File: src/hw/rtl/assert_macros.svh
// assertion macros for the rtl top level
// depends on nothing; pulled in by the top level
`ifndef ASSERT_MACROS_SVH
`define ASSERT_MACROS_SVH

// same-cycle implication, disabled in reset
`define RCFS_ASSERT_NOW(label, clk, rst_n, ante, cons) \
    label: assert property (@(posedge clk) disable iff (!rst_n) (ante) |-> (cons)) \
        else $error("rcfs assertion failed");

// next-cycle implication, disabled in reset
`define RCFS_ASSERT_NEXT(label, clk, rst_n, ante, cons) \
    label: assert property (@(posedge clk) disable iff (!rst_n) (ante) |=> (cons)) \
        else $error("rcfs assertion failed");

`endif

File: src/hw/rtl/rcfs_divider.sv
// pipelined restoring divider, one quotient bit per register stage
// no package dependency; carries a sideband vector alongside the data
module rcfs_divider #(
    parameter int NUM_W  = 16,
    parameter int DEN_W  = 16,
    parameter int QUO_W  = 16,
    parameter int SIDE_W = 1
) (
    input  logic              clk,
    input  logic              rst_n,
    input  logic              in_valid,
    input  logic [NUM_W-1:0]  in_num,
    input  logic [DEN_W-1:0]  in_den,
    input  logic [SIDE_W-1:0] in_side,
    output logic              out_valid,
    output logic [QUO_W-1:0]  out_quo,
    output logic [NUM_W-1:0]  out_rem,
    output logic [DEN_W-1:0]  out_den,
    output logic [SIDE_W-1:0] out_side
);

    localparam int CW = NUM_W + DEN_W;

    logic              valid_reg [QUO_W];
    logic              valid_next [QUO_W];
    logic [NUM_W-1:0]  rem_reg [QUO_W];
    logic [NUM_W-1:0]  rem_next [QUO_W];
    logic [DEN_W-1:0]  den_reg [QUO_W];
    logic [DEN_W-1:0]  den_next [QUO_W];
    logic [QUO_W-1:0]  quo_reg [QUO_W];
    logic [QUO_W-1:0]  quo_next [QUO_W];
    logic [SIDE_W-1:0] side_reg [QUO_W];
    logic [SIDE_W-1:0] side_next [QUO_W];

    // each stage decides one quotient bit, msb first
    always_comb
    begin
        logic [NUM_W-1:0] r;
        logic [DEN_W-1:0] d;
        logic [QUO_W-1:0] q;
        logic [CW-1:0]    sh;
        logic             take;
        for (int j = 0; j < QUO_W; j++)
        begin
            if (j == 0)
            begin
                valid_next[j] = in_valid;
                r             = in_num;
                d             = in_den;
                q             = '0;
                side_next[j]  = in_side;
            end
            else
            begin
                valid_next[j] = valid_reg[j-1];
                r             = rem_reg[j-1];
                d             = den_reg[j-1];
                q             = quo_reg[j-1];
                side_next[j]  = side_reg[j-1];
            end
            sh   = CW'(d) << (QUO_W - 1 - j);
            take = (CW'(r) >= sh);
            rem_next[j] = take ? (r - sh[NUM_W-1:0]) : r;
            den_next[j] = d;
            q[QUO_W-1-j] = take;
            quo_next[j]  = q;
        end
    end

    // valid bits
    always_ff @(posedge clk or negedge rst_n)
    begin
        if (!rst_n)
        begin
            for (int j = 0; j < QUO_W; j++)
            begin
                valid_reg[j] <= 1'b0;
            end
        end
        else
        begin
            for (int j = 0; j < QUO_W; j++)
            begin
                valid_reg[j] <= valid_next[j];
            end
        end
    end

    // payload
    always_ff @(posedge clk)
    begin
        for (int j = 0; j < QUO_W; j++)
        begin
            rem_reg[j]  <= rem_next[j];
            den_reg[j]  <= den_next[j];
            quo_reg[j]  <= quo_next[j];
            side_reg[j] <= side_next[j];
        end
    end

    assign out_valid = valid_reg[QUO_W-1];
    assign out_quo   = quo_reg[QUO_W-1];
    assign out_rem   = rem_reg[QUO_W-1];
    assign out_den   = den_reg[QUO_W-1];
    assign out_side  = side_reg[QUO_W-1];

endmodule

File: config.mk
export PLATFORM = sky130hd
export DESIGN_NAME = rcfs_divider
export DESIGN_NICKNAME = d
export VERILOG_FILES = /design/src/hw/rtl/assert_macros.svh /design/src/hw/rtl/rcfs_divider.sv
export SDC_FILE = /design/constraint.sdc
export NUM_CORES = 1
export LEC_CHECK = 0
export BUFFER_PORTS_ARGS = -buffer_cell sky130_fd_sc_hd__buf_2
export CAP_MARGIN = 10
export CORE_ASPECT_RATIO = 0.75
export CORE_MARGIN = 3
export CORE_UTILIZATION = 55
export DETAILED_ROUTE_END_ITERATION = 10
export PLACE_DENSITY = 0.7
export SLEW_MARGIN = 20
export SYNTH_ARGS = -nofsm -noshare
export SYNTH_HDL_FRONTEND = slang
export SYNTH_SLANG_ARGS = --single-unit
File: constraint.sdc
create_clock -name clk -period 2.98 [get_ports clk]
set_input_delay 0.596 -clock clk [delete_from_list [all_inputs] [get_ports clk]]
set_output_delay 0.596 -clock clk [all_outputs]
set_load 0.01 [all_outputs]
=== Yosys cells after proc, flatten, opt, wreduce, memory -nomap -nowiden ===
Memory sizes are Yosys's and may differ from the RTL's.
Index checks and enable logic that the tools add are counted.

* Bits in registers: 16
* Bits in writable memories: 784
* Input port bits: 36
* Output and inout bits: 50
* Memories: 4

* $add $sub $neg: 16
* Order comparisons: 16
* Muxes and demuxes: 16

{| class="wikitable"
|+ Memory list
! memory !! depth !! bits a word !! rd ports !! clocked after memory_dff !! wr ports !! line !! source
|-
| den_reg || 16 || 16 || 16 || 0 || 16 || rcfs_divider.sv:28 || <nowiki>logic [DEN_W-1:0] den_reg [QUO_W];</nowiki>
|-
| quo_reg || 16 || 16 || 16 || 0 || 16 || rcfs_divider.sv:30 || <nowiki>logic [QUO_W-1:0] quo_reg [QUO_W];</nowiki>
|-
| rem_reg || 16 || 16 || 16 || 0 || 16 || rcfs_divider.sv:26 || <nowiki>logic [NUM_W-1:0] rem_reg [QUO_W];</nowiki>
|-
| side_reg || 16 || 1 || 16 || 0 || 16 || rcfs_divider.sv:32 || <nowiki>logic [SIDE_W-1:0] side_reg [QUO_W];</nowiki>
|}

{| class="wikitable"
|+ Operators by type and width
! operator !! number
|-
| two-way mux 16 bit || 16
|-
| subtractor 16 bit || 16
|-
| >= comparator 16 x 31 -> 1 bit || 1
|-
| >= comparator 16 x 30 -> 1 bit || 1
|-
| >= comparator 16 x 29 -> 1 bit || 1
|-
| >= comparator 16 x 28 -> 1 bit || 1
|-
| >= comparator 16 x 27 -> 1 bit || 1
|-
| >= comparator 16 x 26 -> 1 bit || 1
|-
| >= comparator 16 x 25 -> 1 bit || 1
|-
| >= comparator 16 x 24 -> 1 bit || 1
|-
| >= comparator 16 x 23 -> 1 bit || 1
|-
| >= comparator 16 x 22 -> 1 bit || 1
|-
| >= comparator 16 x 21 -> 1 bit || 1
|-
| >= comparator 16 x 20 -> 1 bit || 1
|-
| >= comparator 16 x 19 -> 1 bit || 1
|-
| >= comparator 16 x 18 -> 1 bit || 1
|-
| >= comparator 16 x 17 -> 1 bit || 1
|-
| >= comparator 16 bit || 1
|}

=== Depth between registers and ports, before layout ===
An unclocked memory read counts as a cell.

* Word-level depth: 3
* Mapped depth: 12
* Gate-level depth less buffers: 12

=== Worst setup path before layout ===
No wires, ideal clock.

* Kind: register to register
* Start: mem rem_reg[11][3], in the netlist rem_reg[1][51]
* End: mem rem_reg[12][7], in the netlist rem_reg[1][71]
* Arrival: 2.598 ns
* Required time: 2.859 ns
* Setup slack: 0.262 ns
* Cell stages (with the launch flop): 13
* Path buffers: 1
* Path through: dfxtp_1 -> inv_1 -> ha_1 -> inv_1 -> fa_1 -> a211oi_1 -> o21bai_1 -> a21oi_1 -> a21oi_1 -> o31a_1 -> o21ai_2 -> buf_4 -> mux2_2

{| class="wikitable"
|+ RTL lines
! element !! line
|-
| start: declaration || rcfs_divider.sv:26
|}

==> metrics.md <==
| Metric | Value |
|---|---|
| Slew HR | 55.2% |
| Via count | 13000 |
| Main combinational cell family by area after synthesis | adder cells |
| Crit path cell chain | inv_1 > ha_1 > nor2b_1 > o31a_1 > o211ai_1 > nand3b_1 > a211oi_1 > o22a_1 > buf_4 > mux2_2 |
| Final Critical Period | 2.81 ns |
| R2r worst-path depth | 10 |
| Detail Route Antenna Nets | 0 |
| Die Ht | 179 microns |
| CP required | 3.46 ns |
| Fin area | 25300 sq um |
| CTS tree | built |
| PwrDens | 812 nW/um^2 |
| Switching power of the nets | 4980 uW |
| Syn Std Cell Area | 22000 sq um |
| Starting DRC count in detailed routing | 788 |
| Critical Path End | rem_reg[1][108] |
| Post-Syn Nets | 2028 |
| Total Routing Usage GR | 19.6% |
| H-tree levels | 2 |
| Max clock buf depth | 3 |
| Starting Density | 56.7% |
| RSZ-0062 raised after global routing | false |
| Root Driver | clkbuf_16 |
| Core Rows | 62 |
| Worst Setup SP | den_reg[1][82] |
| Fin nets | 2174 |
| Setup violators final | 0 |
| Fraction of synthesized area in multiplexers | 5.44% |
| Share of cells above drive strength 1 | 15.8% |
| Final setup skew | 0.0173 ns |
| TritonCTS Sinks | 680 |
| Overall power | 20500 uW |
| Area Growth Syn to Fin | 14.8% |
| Ys async rst share | 2.35% |
| Post-Synth XOR/XNOR Area | 3.22% |
| Initial antenna violation count | 1 |
| CP Capture Type | flop |
| Max-cap violations | 0 |
| Post-synthesis average cell area | 12.0 sq um |
| Vias in the first global route | 12700 |
| Clk network pwr share | 39.3% |
| Placed cells | 2435 |
| Library cells used by synthesis | 69 |
| Comb pwr share | 12.0% |
| First-pass GRT wire length | 66.8 mm |
| CTS buffer count | 59 |
| Die X | 237 microns |
| Main flop type after synthesis | dfxtp_1 |
| DIE AREA | 42500 sq um |
| Critical path class | reg -> reg |
| #FFs+latches synth | 680 |
| DRT Wirelength | 41.6 mm |
| # port buffers | 85 |
| Adder-Cell Fraction of Synth Area | 9.09% |
| Core area | 38900 sq um |
| Syn Inst Count | 1841 |
| Reg power frac | 48.8% |
| Max rail drop VDD | 0.000455 V |
| Average vias per placed instance | 5.11 |
| Hold WC Path Type | in -> reg |
| Largest stage delay, worst path | 0.37 ns |
| Complex-gate fraction of the synthesized area | 8.25% |
| LEAKAGE | 0.0113 uW |
| Finished Layout Cells | 2548 |
| WL/cell | 16.3 microns |
| Largest net degree at the start of global routing | 18 |
| R2R setup slack | 0.17 ns |
| Worst slew pin tran | 0.666 ns |
| Final Cycle Share | 94.4% |
| Status | finished clean |
| Clk_lat worst skew | 0.59 ns |
| CP Data Arrival Time | 3.29 ns |
| DPL Wire Length | 30.7 mm |
| Fmax achieved | 356 MHz |
| Total gr overflow | 0 |
| Setup Total Neg Slack | 0 ns |
| Worst reg2reg path endpoint | rem_reg[1][108] |
| Critical Path Start Type | flop |
| DRC viols | 0 |
| Max-slew violations | 0 |
| # IOs | 86 |
| Worst r2r src | den_reg[1][82] |
| Clock-pin slew on the worst setup and hold paths | 0.06 ns |
| Endpoints failing hold | 0 |
| Switch share | 24.3% |
| Critical path's slowest cell | mux2_2 |
| First-pass detailed-route iteration total | 5 |
| Post-Synth Simple-Gate Area | 7.78% |
| CP max FO | 16 |
| Sequential area share after synthesis | 62.2% |
| Worst hold path startpoint | in_side |
| EDFF count, synth | 0 |
| Placed cell area | 23100 sq um |
| Placer Congestion | 0.841 |
| Ant. Diodes | 0 |
| Internal power | 15600 uW |
| Yosys warning total | 0 |
## worst max-delay path, delay by kind of cell (launching register included)
family | cells | cell delay [ns]
AO/OA/AOI/OAI | 4 | 1.04
multiplexers | 1 | 0.37
adder cells (fa/ha/maj) | 1 | 0.35
flip-flops | 1 | 0.34
AND/OR/NAND/NOR | 2 | 0.32
buffers and inverters | 2 | 0.28
## power groups by stage
stage          Sequential [uW]  Clock, uW  Combinational, uW
2_1_floorplan            10100          0               1970
3_3_place_gp             10200          0               2340
3_5_place_dp             10200          0               2400
4_1_cts                  10000       8250               2430
5_1_grt                  10100       8600               2750
6_report                 10000       8070               2460
## area by class of cell
class	count	area (sq um)
repair buffers	117	668
fillers	2988	13600
flip-flops and latches	680	13700
multi-input cells	944	7490
clock inverters	35	504
clock buffers	75	1610
inverters	185	694
well taps	512	641
## worst min-delay path by stage
stage | slack [ns] | depth (start not counted) | endpoint
after global placement | 0.31 | 0 | quo_reg[0][47]
after floorplan | 0.30 | 0 | out_valid
after global routing | 0.07 | 1 | side_reg[0][0]
after detailed placement | 0.31 | 0 | quo_reg[1][101]
after CTS | 0.08 | 1 | side_reg[0][0]
final | 0.10 | 1 | side_reg[0][0]
## Yosys cell counts (6+ instances only)
library cell,instances,area [sq um]
nor2b_1,25,156
buf_4,20,150
xnor2_1,54,473
mux2i_1,23,230
dfrtp_1,16,400
mux2_2,86,968
buf_2,6,30.0
a21o_1,29,218
nor4_1,49,307
o21a_1,18,135
nand2b_1,16,100
nor3_1,27,135
or3_1,10,62.6
xor2_1,27,236
nand2_1,67,251
o31ai_1,12,90.1
o31a_1,7,61.3
dfxtp_1,664,13300
or4_1,7,52.6
nand3_1,11,55.1
ha_1,136,1700
fa_1,15,300
nand4_1,22,138
o21ai_0,67,335
nand4b_1,7,61.3
inv_1,184,691
a21oi_1,84,420
nor2_1,52,195
a21boi_0,9,67.6
o21bai_1,9,67.6
## per-stage QoR
stage | hold slack, ns | setup WS, ns | utilization [%]
after floorplan | 0.300 | 0.262 | -
after global placement | 0.310 | 0.137 | 59.5
after detailed placement | 0.312 | 0.0728 | 59.5
after CTS | 0.0754 | 0.0438 | 64.9
after global routing | 0.0712 | 0.0146 | 65.1
final | 0.103 | 0.167 | 65.1
## cells by family after synthesis
family / after synthesis
buffers and inverters: 217
flip-flops: 680
AO/OA/AOI/OAI: 283
multiplexers: 109
adder cells (fa/ha/maj): 151
AND/OR/NAND/NOR: 320
XOR/XNOR: 81
## repair_timing
item,4_1_cts,5_1_grt
hold buffers,1,0
endpoints found under the hold margin,16,0
resized for setup,0,7
setup buffers,0,2
endpoints found under the setup margin,0,45
## per-layer routing
layer / up-vias / part of all wire, % / global-route usage [%]
met5: - / 0 / 0
met2: 319 / 37 / 26.1
met1: 6075 / 55 / 32.0
met4: 0 / 1.9 / 4.86
met3: 64 / 6.2 / 3.61
li1: 6571 / - / -
## cell usage in the layout (no fill, tap or decap), types with 54 or more instances in the layout
master | netlist | layout
a21oi_1 | 84 | 82
buf_2 | 6 | 85
clkbuf_16 | 0 | 59
dfxtp_1 | 664 | 664
ha_1 | 136 | 136
inv_1 | 184 | 184
mux2_2 | 86 | 86
nand2_1 | 67 | 67
o21ai_0 | 67 | 67
xnor2_1 | 54 | 54
No activity file was read; power rests on OpenSTA's default activity.
